## src/rtl/wsfe_pkg.sv

```systemverilog
`timescale 1ns / 1ps
package wsfe_pkg;

  localparam int LENGTH_BITS_DEF = 32;
  localparam int FIFO_DEPTH_DEF  = 4;
  localparam int LEN_W           = 32;
  localparam int POS_W           = 4;

  localparam logic [31:0] MASK_KEY_RESET = 32'h1122_3344;
  localparam logic [7:0]  HDR_FIN_BIN    = 8'h82;
  localparam logic [7:0]  MASK_BIT       = 8'h80;
  localparam logic [7:0]  LEN_CODE_16    = 8'hFE;
  localparam logic [7:0]  LEN_CODE_64    = 8'hFF;
  localparam logic [LEN_W-1:0] LEN_SHORT_LIM = 32'd126;
  localparam logic [LEN_W-1:0] LEN_MID_LIM   = 32'd65536;

  // header byte counts (0x82 + length form + four key bytes)
  localparam logic [POS_W-1:0] NHDR_SHORT = 4'd6;
  localparam logic [POS_W-1:0] NHDR_MID   = 4'd8;
  localparam logic [POS_W-1:0] NHDR_LONG  = 4'd14;
  localparam logic [POS_W-1:0] KEY_BASE_SHORT = 4'd2;
  localparam logic [POS_W-1:0] KEY_BASE_MID   = 4'd4;
  localparam logic [POS_W-1:0] KEY_BASE_LONG  = 4'd10;

  typedef enum logic [1:0] {
    FORM_SHORT = 2'd0,
    FORM_MID   = 2'd1,
    FORM_LONG  = 2'd2
  } len_form_e;

  typedef struct packed {
    logic        start_frame;
    logic [31:0] frame_length;
    logic [7:0]  payload_byte;
  } in_beat_t;

  typedef struct packed {
    logic [7:0] out_byte;
    logic       is_header;
    logic       end_of_frame;
    logic       last_of_run;
  } out_beat_t;

  // one queued job: optional header, optional masked payload byte
  typedef struct packed {
    logic             has_hdr;
    len_form_e        form;
    logic [LEN_W-1:0] frame_len;
    logic [31:0]      key;
    logic             has_pay;
    logic [7:0]       pay_byte;
    logic             pay_eof;
  } job_t;

  function automatic logic [7:0] key_byte(input logic [31:0] key, input logic [1:0] idx);
    logic [7:0] b;
    case (idx)
      2'd0:    b = key[31:24];
      2'd1:    b = key[23:16];
      2'd2:    b = key[15:8];
      default: b = key[7:0];
    endcase
    return b;
  endfunction

endpackage

```

## src/rtl/websocket_frame_encoder_core.sv

```systemverilog
`timescale 1ns / 1ps
// Client-side WebSocket frame encoder.
// Input channel (in_valid_i/in_ready_o/in_beat_i): one payload byte per beat.
// A beat with start_frame set opens a frame of frame_length bytes; the block
// first sends 0x82, the masked length (1, 3 or 9 bytes) and the four mask-key
// bytes, then any masked payload byte. Bytes with no frame open yield nothing.
// Output channel (out_valid_o/out_ready_i/out_beat_o): one framed byte per
// beat, flagged as header, end of frame, and last byte of its input beat.
// mask_key_we_i/mask_key_i write the key; write only while the block is idle.
// Throughput: one output byte per cycle while out_ready_i is high and the
// queue holds jobs, set by the single output register; a payload beat yields
// one byte, a start beat 6, 8 or 14 header bytes plus any payload byte. A
// 4-entry job queue sits between the classifier and the byte sequencer.
// Reset clears the queue and output register, closes any open frame and
// restores the key to 0x11223344.
// When out_ready_i is low the output holds; the queue keeps taking input
// beats until it fills, then in_ready_o drops.
module websocket_frame_encoder_core #(
  parameter int LENGTH_BITS = wsfe_pkg::LENGTH_BITS_DEF,
  parameter int FIFO_DEPTH  = wsfe_pkg::FIFO_DEPTH_DEF
) (
  input  logic                clk_i,
  input  logic                rst_ni,
  input  logic                mask_key_we_i,
  input  logic [31:0]         mask_key_i,
  input  logic                in_valid_i,
  output logic                in_ready_o,
  input  wsfe_pkg::in_beat_t  in_beat_i,
  output logic                out_valid_o,
  input  logic                out_ready_i,
  output wsfe_pkg::out_beat_t out_beat_o
);

  logic           q_full, q_push, q_empty, q_pop;
  wsfe_pkg::job_t push_job, head_job;

  wsfe_front #(
    .LENGTH_BITS(LENGTH_BITS)
  ) u_front (
    .clk_i         (clk_i),
    .rst_ni        (rst_ni),
    .mask_key_we_i (mask_key_we_i),
    .mask_key_i    (mask_key_i),
    .in_valid_i    (in_valid_i),
    .in_ready_o    (in_ready_o),
    .in_beat_i     (in_beat_i),
    .q_full_i      (q_full),
    .q_push_o      (q_push),
    .q_job_o       (push_job)
  );

  wsfe_fifo #(
    .DEPTH(FIFO_DEPTH)
  ) u_fifo (
    .clk_i      (clk_i),
    .rst_ni     (rst_ni),
    .push_i     (q_push),
    .push_job_i (push_job),
    .full_o     (q_full),
    .pop_i      (q_pop),
    .empty_o    (q_empty),
    .head_job_o (head_job)
  );

  wsfe_back u_back (
    .clk_i       (clk_i),
    .rst_ni      (rst_ni),
    .q_empty_i   (q_empty),
    .q_job_i     (head_job),
    .q_pop_o     (q_pop),
    .out_valid_o (out_valid_o),
    .out_ready_i (out_ready_i),
    .out_beat_o  (out_beat_o)
  );

endmodule

```

## src/rtl/wsfe_front.sv

```systemverilog
`timescale 1ns / 1ps
module wsfe_front #(
  parameter int LENGTH_BITS = wsfe_pkg::LENGTH_BITS_DEF
) (
  input  logic              clk_i,
  input  logic              rst_ni,
  input  logic              mask_key_we_i,
  input  logic [31:0]       mask_key_i,
  input  logic              in_valid_i,
  output logic              in_ready_o,
  input  wsfe_pkg::in_beat_t in_beat_i,
  input  logic              q_full_i,
  output logic              q_push_o,
  output wsfe_pkg::job_t    q_job_o
);

  localparam int CNT_W = (LENGTH_BITS < 32) ? LENGTH_BITS : 32;

  logic [31:0]      mask_key_q;
  logic [CNT_W-1:0] rem_q, rem_d;
  logic [1:0]       phase_q, phase_d;
  logic [CNT_W-1:0] len;
  logic             len_zero;
  logic             accept;
  logic [1:0]       pay_phase;
  wsfe_pkg::job_t   job;

  assign in_ready_o = !q_full_i;
  assign accept     = in_valid_i && in_ready_o;
  assign len        = in_beat_i.frame_length[CNT_W-1:0];
  assign len_zero   = (len == '0);

  always_comb begin
    job           = '0;
    job.key       = mask_key_q;
    job.frame_len = wsfe_pkg::LEN_W'(len);
    if (job.frame_len < wsfe_pkg::LEN_SHORT_LIM) begin
      job.form = wsfe_pkg::FORM_SHORT;
    end else if (job.frame_len < wsfe_pkg::LEN_MID_LIM) begin
      job.form = wsfe_pkg::FORM_MID;
    end else begin
      job.form = wsfe_pkg::FORM_LONG;
    end
    rem_d   = rem_q;
    phase_d = phase_q;
    if (in_beat_i.start_frame) begin
      job.has_hdr = 1'b1;
      job.has_pay = !len_zero;
      job.pay_eof = (len == CNT_W'(1));
      pay_phase   = 2'd0;
      rem_d       = len_zero ? len : len - CNT_W'(1);
      phase_d     = len_zero ? 2'd0 : 2'd1;
    end else begin
      job.has_pay = (rem_q != '0);
      job.pay_eof = (rem_q == CNT_W'(1));
      pay_phase   = phase_q;
      if (rem_q != '0) begin
        rem_d   = rem_q - CNT_W'(1);
        phase_d = phase_q + 2'd1;
      end
    end
    job.pay_byte = in_beat_i.payload_byte ^ wsfe_pkg::key_byte(mask_key_q, pay_phase);
  end

  assign q_push_o = accept && (job.has_hdr || job.has_pay);
  assign q_job_o  = job;

  always_ff @(posedge clk_i or negedge rst_ni) begin
    if (!rst_ni) begin
      mask_key_q <= wsfe_pkg::MASK_KEY_RESET;
      rem_q      <= '0;
      phase_q    <= 2'd0;
    end else begin
      if (mask_key_we_i) begin
        mask_key_q <= mask_key_i;
      end
      if (accept) begin
        rem_q   <= rem_d;
        phase_q <= phase_d;
      end
    end
  end

endmodule

```

## src/rtl/wsfe_fifo.sv

```systemverilog
`timescale 1ns / 1ps
module wsfe_fifo #(
  parameter int DEPTH = wsfe_pkg::FIFO_DEPTH_DEF
) (
  input  logic           clk_i,
  input  logic           rst_ni,
  input  logic           push_i,
  input  wsfe_pkg::job_t push_job_i,
  output logic           full_o,
  input  logic           pop_i,
  output logic           empty_o,
  output wsfe_pkg::job_t head_job_o
);

  localparam int PTR_W = (DEPTH > 1) ? $clog2(DEPTH) : 1;
  localparam int CNT_W = $clog2(DEPTH + 1);

  wsfe_pkg::job_t   slot_q [DEPTH];
  logic [PTR_W-1:0] wr_ptr_q, rd_ptr_q;
  logic [CNT_W-1:0] cnt_q;
  logic             do_push, do_pop;

  assign full_o     = (cnt_q == CNT_W'(DEPTH));
  assign empty_o    = (cnt_q == '0);
  assign do_push    = push_i && !full_o;
  assign do_pop     = pop_i && !empty_o;
  assign head_job_o = slot_q[rd_ptr_q];

  always_ff @(posedge clk_i) begin
    if (do_push) begin
      slot_q[wr_ptr_q] <= push_job_i;
    end
  end

  always_ff @(posedge clk_i or negedge rst_ni) begin
    if (!rst_ni) begin
      wr_ptr_q <= '0;
      rd_ptr_q <= '0;
      cnt_q    <= '0;
    end else begin
      if (do_push) begin
        wr_ptr_q <= (wr_ptr_q == PTR_W'(DEPTH - 1)) ? '0 : wr_ptr_q + PTR_W'(1);
      end
      if (do_pop) begin
        rd_ptr_q <= (rd_ptr_q == PTR_W'(DEPTH - 1)) ? '0 : rd_ptr_q + PTR_W'(1);
      end
      if (do_push && !do_pop) begin
        cnt_q <= cnt_q + CNT_W'(1);
      end else if (do_pop && !do_push) begin
        cnt_q <= cnt_q - CNT_W'(1);
      end
    end
  end

endmodule

```

## src/rtl/wsfe_back.sv

```systemverilog
`timescale 1ns / 1ps
module wsfe_back (
  input  logic               clk_i,
  input  logic               rst_ni,
  input  logic               q_empty_i,
  input  wsfe_pkg::job_t     q_job_i,
  output logic               q_pop_o,
  output logic               out_valid_o,
  input  logic               out_ready_i,
  output wsfe_pkg::out_beat_t out_beat_o
);

  logic [wsfe_pkg::POS_W-1:0] pos_q;
  logic [wsfe_pkg::POS_W-1:0] nhdr, key_base, total, key_off;
  logic                       out_valid_q;
  wsfe_pkg::out_beat_t        out_beat_q;
  wsfe_pkg::out_beat_t        beat;
  logic [7:0]                 hdr_byte;
  logic [wsfe_pkg::LEN_W-1:0] len;
  logic                       load;

  assign len = q_job_i.frame_len;

  always_comb begin
    case (q_job_i.form)
      wsfe_pkg::FORM_SHORT: begin
        nhdr     = wsfe_pkg::NHDR_SHORT;
        key_base = wsfe_pkg::KEY_BASE_SHORT;
      end
      wsfe_pkg::FORM_MID: begin
        nhdr     = wsfe_pkg::NHDR_MID;
        key_base = wsfe_pkg::KEY_BASE_MID;
      end
      default: begin
        nhdr     = wsfe_pkg::NHDR_LONG;
        key_base = wsfe_pkg::KEY_BASE_LONG;
      end
    endcase
    if (!q_job_i.has_hdr) begin
      nhdr = '0;
    end
    total   = nhdr + wsfe_pkg::POS_W'(q_job_i.has_pay);
    key_off = pos_q - key_base;

    hdr_byte = 8'h00;
    if (pos_q == '0) begin
      hdr_byte = wsfe_pkg::HDR_FIN_BIN;
    end else if (pos_q >= key_base) begin
      hdr_byte = wsfe_pkg::key_byte(q_job_i.key, key_off[1:0]);
    end else begin
      case (q_job_i.form)
        wsfe_pkg::FORM_SHORT: hdr_byte = wsfe_pkg::MASK_BIT | {1'b0, len[6:0]};
        wsfe_pkg::FORM_MID: begin
          case (pos_q)
            4'd1:    hdr_byte = wsfe_pkg::LEN_CODE_16;
            4'd2:    hdr_byte = len[15:8];
            default: hdr_byte = len[7:0];
          endcase
        end
        default: begin
          case (pos_q)
            4'd1:    hdr_byte = wsfe_pkg::LEN_CODE_64;
            4'd6:    hdr_byte = len[31:24];
            4'd7:    hdr_byte = len[23:16];
            4'd8:    hdr_byte = len[15:8];
            4'd9:    hdr_byte = len[7:0];
            default: hdr_byte = 8'h00;
          endcase
        end
      endcase
    end

    beat.last_of_run = (pos_q == total - wsfe_pkg::POS_W'(1));
    if (pos_q < nhdr) begin
      beat.out_byte     = hdr_byte;
      beat.is_header    = 1'b1;
      beat.end_of_frame = !q_job_i.has_pay && (pos_q == nhdr - wsfe_pkg::POS_W'(1));
    end else begin
      beat.out_byte     = q_job_i.pay_byte;
      beat.is_header    = 1'b0;
      beat.end_of_frame = q_job_i.pay_eof;
    end
  end

  assign load        = !q_empty_i && (!out_valid_q || out_ready_i);
  assign q_pop_o     = load && beat.last_of_run;
  assign out_valid_o = out_valid_q;
  assign out_beat_o  = out_beat_q;

  always_ff @(posedge clk_i) begin
    if (load) begin
      out_beat_q <= beat;
    end
  end

  always_ff @(posedge clk_i or negedge rst_ni) begin
    if (!rst_ni) begin
      out_valid_q <= 1'b0;
      pos_q       <= '0;
    end else begin
      if (load) begin
        out_valid_q <= 1'b1;
        pos_q       <= beat.last_of_run ? '0 : pos_q + wsfe_pkg::POS_W'(1);
      end else if (out_ready_i) begin
        out_valid_q <= 1'b0;
      end
    end
  end

endmodule

```

## config.mk

```make
export PLATFORM = sky130hd
export DESIGN_NAME = websocket_frame_encoder_core
export DESIGN_NICKNAME = d
export VERILOG_FILES = /design/src/rtl/wsfe_pkg.sv /design/src/rtl/websocket_frame_encoder_core.sv /design/src/rtl/wsfe_front.sv /design/src/rtl/wsfe_fifo.sv /design/src/rtl/wsfe_back.sv
export SDC_FILE = /design/constraint.sdc
export NUM_CORES = 1
export LEC_CHECK = 0
export BUFFER_PORTS_ARGS = -buffer_cell sky130_fd_sc_hd__buf_2
export CAP_MARGIN = 10
export CORE_UTILIZATION = 61
export CTS_CLUSTER_DIAMETER = 60
export DETAILED_ROUTE_END_ITERATION = 12
export HOLD_SLACK_MARGIN = 0.05
export PLACE_DENSITY = 0.76
export SLEW_MARGIN = 5
export SYNTH_ARGS = -nofsm -noshare
export SYNTH_HDL_FRONTEND = slang
export SYNTH_HIERARCHICAL = 1
export SYNTH_SLANG_ARGS = --single-unit
```

## constraint.sdc

```tcl
create_clock -name clk_i -period 5.49 [get_ports clk_i]
set_clock_uncertainty 0.1 [all_clocks]
set_input_delay 1.098 -clock clk_i [delete_from_list [all_inputs] [get_ports clk_i]]
set_output_delay 1.098 -clock clk_i [all_outputs]
set_load 0.02 [all_outputs]
```

======== Word-level counts from Yosys, hierarchy flattened ========
Memory sizes are Yosys's and may differ from the RTL's.
Index checks and enable logic that the tools add are counted.
cells by class
  reductions and logical operators ........ 29
  order comparisons ....................... 4
  bitwise logic cells ..................... 1
  eq/ne operators ......................... 18
  $add $sub $neg .......................... 12
  muxes and demuxes ....................... 32
operators with widths
  kind                                                   number
  two-way mux 32 bit                                     3
  equality test 32 x 1 -> 1 bit (second input constant)  2
  subtractor 32 x 1 -> 32 bit (second input constant)    2
  case mux 8 bit (3 select lines)                        2
  case mux 8 bit (5 select lines)                        1
  logical NOT 32 bit                                     1
  < comparator 32 x 17 -> 1 bit (second input constant)  1
  < comparator 32 x 7 -> 1 bit (second input constant)   1
  case mux 8 bit (2 select lines)                        2
  nonzero test 32 bit                                    1
  two-way mux 8 bit                                      2
  case mux 4 bit (2 select lines)                        2
  two-way mux 2 bit                                      7
  two-way mux 10 bit                                     1
  logical AND 1 bit                                      9
  equality test 2 bit (second input constant)            4
  equality test 4 x 3 -> 1 bit (second input constant)   2
  equality test 4 bit                                    2
  equality test 4 bit (second input constant)            2
  two-way mux 1 bit                                      8
  two-way mux 4 bit                                      2
  subtractor 4 x 1 -> 4 bit (second input constant)      2
  XOR 8 bit                                              1
  logical NOT 1 bit                                      7
  other kinds (19)                                       29
word-level totals
  bits of input ports ..................... 78
  logic and storage cells ................. 109
  flip-flop bits (word level) ............. 89
  RAM bits ................................ 308
  memories kept ........................... 1
memories
  name           depth  bits a word  read ports  clocked after memory_dff  wr ports  line             text
  u_fifo.slot_q  4      77           1           0                         1         wsfe_fifo.sv:18  wsfe_pkg::job_t slot_q [DEPTH];

======== Longest topological paths before layout ========
An unclocked memory read counts as a cell.
  word-level depth ........................ 12
  mapped depth ............................ 17

======== By module ========
The synthesis kept the hierarchy.
modules (own cells, without submodules)
  module      area each (um^2)  cells an instance  times used  seq. area each (um^2)
  wsfe_fifo   11556.1           440                1           9424.0
  wsfe_front  4794.6            542                1           1664.1
  wsfe_back   1819.2            222                1           455.4

======== Worst setup path before layout ========
No wires, ideal clock.
  path kind ............................... input to register
  from .................................... in in_beat_i[40] (netlist bit)
  to ...................................... mem u_fifo/slot_q[0][0] (netlist bit), enable pin
  arrival ................................. 4.266 ns
  stages on the path ...................... 12
  setup time .............................. 0.444 ns
  slack ................................... 0.680 ns
  data required time ...................... 4.946 ns
  buffers on the path ..................... 5
  cell sequence ........................... clkbuf_1 > nor2_1 > nand4_1 > nor4_2 > nand2b_1 > buf_6 > inv_2 > buf_6 > buf_6 > nor2b_1 > buf_2 > and2_1
between the ends
  longest elaborated chain between the ends .. 6
ends and longest elaborated chain
  what                                         line                                text
  from (decl)                                  websocket_frame_encoder_core.sv:28  input wsfe_pkg::in_beat_t in_beat_i,
  two-way mux 1 bit                            wsfe_front.sv:46                    if (in_beat_i.start_frame) begin
  logical OR 1 bit (*)                         wsfe_front.sv:65                    assign q_push_o = accept && (job.has_hdr || job.has_pay);
  logical AND 1 bit (*)                        wsfe_front.sv:65
  named net q_push                             websocket_frame_encoder_core.sv:34  logic q_full, q_push, q_empty, q_pop;
  logical AND 1 bit (*)                        wsfe_fifo.sv:25                     assign do_push = push_i && !full_o;
  named net u_fifo.do_push                     wsfe_fifo.sv:21                     logic do_push, do_pop;
  two-way mux 1 bit (*)                        wsfe_fifo.sv:30                     if (do_push) begin
  two-way mux 1 bit (implied by the code) (*)  wsfe_fifo.sv:31                     slot_q[wr_ptr_q] <= push_job_i;
  to (decl)                                    wsfe_fifo.sv:18
Mark *: on every way through the listed nets, which the timed path passes. The rest lies on a longest branch.

==> impl_metrics.py <==
metrics = {
    "finish": {
        "nets": 1358,
        "nFillCells": 1932,
        "drive_above_1_share_pct": 26.0,
        "area_growth_pct": 10.4,
        "final_core_utilization_pct": 69.2,
    },
    "yosys": {
        "synth-edff-count": 319,
        "async_flop_share_pct": 19.6,
        "syn_inst": 1204,
        "synth_nets": 1307,
        "yosys_warnings": 6,
        "ys_seq_area_share_pct": 63.5,
        "synth_cell_types": 83,
        "synth_area_um2": 18200,
        "synth_area_per_cell_um2": 15.1,
        "synth_ff_type": "edfxtp_1",
        "synth_seq_cells": 397,
    },
    "placement": {
        "pre_cts_ws_ns": 1.62,
        "port_buffers": 90,
        "place.gp.congestion": 0.903,
        "place_hpwl_mm": 26.6,
    },
    "sta": {
        "setup_viol": 0,
        "fin_ws_ns": 1.55,
        "hold_viol": 0,
        "whs_ns": 0.394,
        "fin_crit_sh_pct": 71.7,
        "fmax_mhz": 254,
        "rsz0062_at_grt": "false",
        "worstMarginPinSlew_ns": 0.813,
        "setup_tns_ns": 0,
        "finalMaxSlewViolations": 0,
        "slew_headroom_pct": 45.3,
        "fin_crit_ns": 3.94,
    },
    "grt": {
        "grt_pass1_wl_mm": 63.1,
        "antenna_found_initial": 3,
        "grt_max_degree": 59,
        "grt_pass1_vias": 10700,
        "overflow": 0,
        "track_usage_pct": 27.6,
    },
    "drt": {
        "wire_per_inst_um": 24.8,
        "wl_met3_mm": 4.01,
        "vias": 11100,
        "drc": 0,
        "drt-met1-wl_mm": 17.1,
        "wl_met2_mm": 19.3,
        "via_per_inst": 6.64,
        "drtIter0Drc": 1414,
        "ant_nets": 0,
        "maxUsedRoutingLayer": "met4",
        "firstDrtPassIters": 5,
        "wirelength_mm": 41.5,
    },
    "worst_setup_path": {
        "cp.arrival_ns": 4.25,
        "r2r_start": "u_fifo/rd_ptr_q[1]$_DFFE_PN0P_",
        "cp_max_fo": 27,
        "cp-start-kind": "flip-flop",
        "startpoint": "u_fifo/rd_ptr_q[1]$_DFFE_PN0P_",
        "critPathKind": "flip-flop to flip-flop",
        "crit_required_ns": 5.81,
        "end_kind": "flip-flop",
    },
    "power": {
        "cellLeakagePower_nw": 6.81,
        "pwr-share-seq_pct": 42.0,
        "switching_share_pct": 33.3,
        "power.switching_w": 0.00359,
        "intPower_w": 0.00720,
        "power_per_cell_area_nw_per_um2": 538,
        "peakVddDrop_v": 0.000598,
        "pwr-share-comb_pct": 31.7,
        "clock_power_share_pct": 26.3,
    },
    "die": {
        "io_pins": 91,
        "start_util_pct": 62.6,
        "die_w_um": 175,
        "fp-row-count": 62,
        "die_h_um": 175,
        "die_area_um2": 30500,
        "core-area_um2": 29000,
    },
    "clocking": {
        "ctsHoldBuffers": 0,
        "clk_latency_ns": 0.54,
        "cts-resized-gates": 0,
        "htree_levels": 2,
        "clk_pin_slew_ns": 0.06,
        "cts_setup_buffers": 0,
        "cts_num_sinks": 397,
        "cts_buffer_depth": 3,
        "cts_tree": "done",
        "numCtsBuffers": 40,
        "root_buffer": "clkbuf_16",
    },
    "min_path": {
        "hp-class": "flip-flop to flip-flop",
        "min_from": "u_front/rem_q[27]$_DFFE_PN0P_",
    },
    "outcome": {
        "status": "finished, final reports clean",
    },
    "job": {
        "cap_violations": 0,
    },
}
[routing by layer]
| metal | up-vias | global-route usage [%] |
|---|---|---|
| li1 | 4829 | - |
| met1 | 5607 | 40.6 |
| met2 | 608 | 41.8 |
| met3 | 70 | 6.79 |
| met4 | 0 | 7.57 |
| met5 | - | 0 |
[Yosys cell counts, types with 13 or more instances]
cell | number | area (um^2)
ha_1 | 24 | 300
nand3_1 | 19 | 95.1
buf_2 | 17 | 85.1
o22ai_1 | 34 | 213
clkbuf_1 | 28 | 105
nand2_1 | 58 | 218
dfrtp_1 | 68 | 1700
inv_1 | 16 | 60.1
a22oi_1 | 14 | 105
mux4_2 | 77 | 1730
or3_1 | 13 | 81.3
xor2_1 | 13 | 114
nand2b_1 | 19 | 119
buf_4 | 38 | 285
xnor2_1 | 22 | 193
edfxtp_1 | 319 | 9580
nor4_1 | 16 | 100
mux2_2 | 49 | 552
o21ai_0 | 35 | 175
a21oi_1 | 35 | 175
nor2_1 | 63 | 236
nor3_1 | 35 | 175
[cell families (layout without fill, tap and decap cells)]
kind of cell	Yosys count	in the layout	synth area share [%]
flip-flops	397	397	63.5
AND/OR/NAND/NOR	295	295	8.64
AO/OA/AOI/OAI	200	200	7.46
multiplexers	136	136	13.1
buffers and inverters	116	199	3.77
XOR/XNOR	35	35	1.69
adder cells (fa/ha/maj)	25	25	1.76
other	0	3	0
[final cells by class]
class	instances	area, um^2	area share, %
repair buffers	106	623	3.11
well taps	384	480	2.39
clock buffers	48	1040	5.19
diodes	3	7.51	0.0374
inverters	19	71.3	0.355
multi-input cells	691	5950	29.7
flip-flops and latches	397	11600	57.6
clock inverters	26	340	1.70
[critical path, cell delays in order, from the launching register on]
cell	delay (ns)
dfrtp_4	0.69
mux4_2	0.52
nand2b_1	0.30
nand2_1	0.19
ha_1	0.26
xnor2_1	0.13
nor3_1	0.17
and3_1	0.31
o31ai_2	0.15
ha_1	0.23
inv_1	0.07
fa_1	0.41
mux2_2	0.27
[through the flow]
stage	instances	area (um^2)	power [W]
finish	1674	20100	0.0108
detailed placement	1597	18700	0.00794
global placement	1597	18700	0.00784
floorplan	1204	18200	0.00697
CTS	1671	20100	0.0108
global route	1674	20100	0.0113
[sequential cells by signal (all words and copies together) (netlist names)]
signal and count:
u_front/phase_q 2, u_fifo/wr_ptr_q 2, u_fifo/rd_ptr_q 2, u_back/out_beat_o 11
u_fifo/slot_q 308, u_fifo/cnt_q 3, u_front/rem_q 32, u_back/pos_q 4
u_front/mask_key_q 32, u_back/out_valid_o 1
[final timing paths]
check	to	slack [ns]	depth (start not counted)
worst min register to register	u_front/rem_q[27]$_DFFE_PN0P_	0.39	1
worst max register to register	u_fifo/cnt_q[1]$_DFFE_PN0P_	1.55	12
min in group asynchronous	u_back/pos_q[1]$_DFFE_PN0P_	0.47	1
max in group asynchronous	u_fifo/rd_ptr_q[1]$_DFFE_PN0P_	3.85	2
worst max-delay path	u_fifo/cnt_q[1]$_DFFE_PN0P_	1.55	12
worst min-delay path	u_front/rem_q[27]$_DFFE_PN0P_	0.39	1
[power groups by stage]
stage	clock network [W]	registers [W]	logic (W)
after floorplan	0	0.00447	0.00251
after global placement	0	0.00454	0.00331
after detailed placement	0	0.00458	0.00336
after CTS	0.00288	0.00453	0.00340
after global routing	0.00299	0.00460	0.00369
final	0.00284	0.00453	0.00342
[cells in the final DEF (no fill, tap or decap), drive strengths merged, types with 15 or more instances in the layout]
cell,n
a21oi,35
a22oi,15
buf,106
clkbuf,48
clkinv,16
dfrtp,68
edfxtp,319
ha,24
inv,19
mux2,51
mux4,77
nand2,58
nand2b,19
nand3,19
nor2,63
nor3,37
nor4,18
o21ai,37
o22ai,34
xnor2,22
No activity file was read; power rests on OpenSTA's default activity.
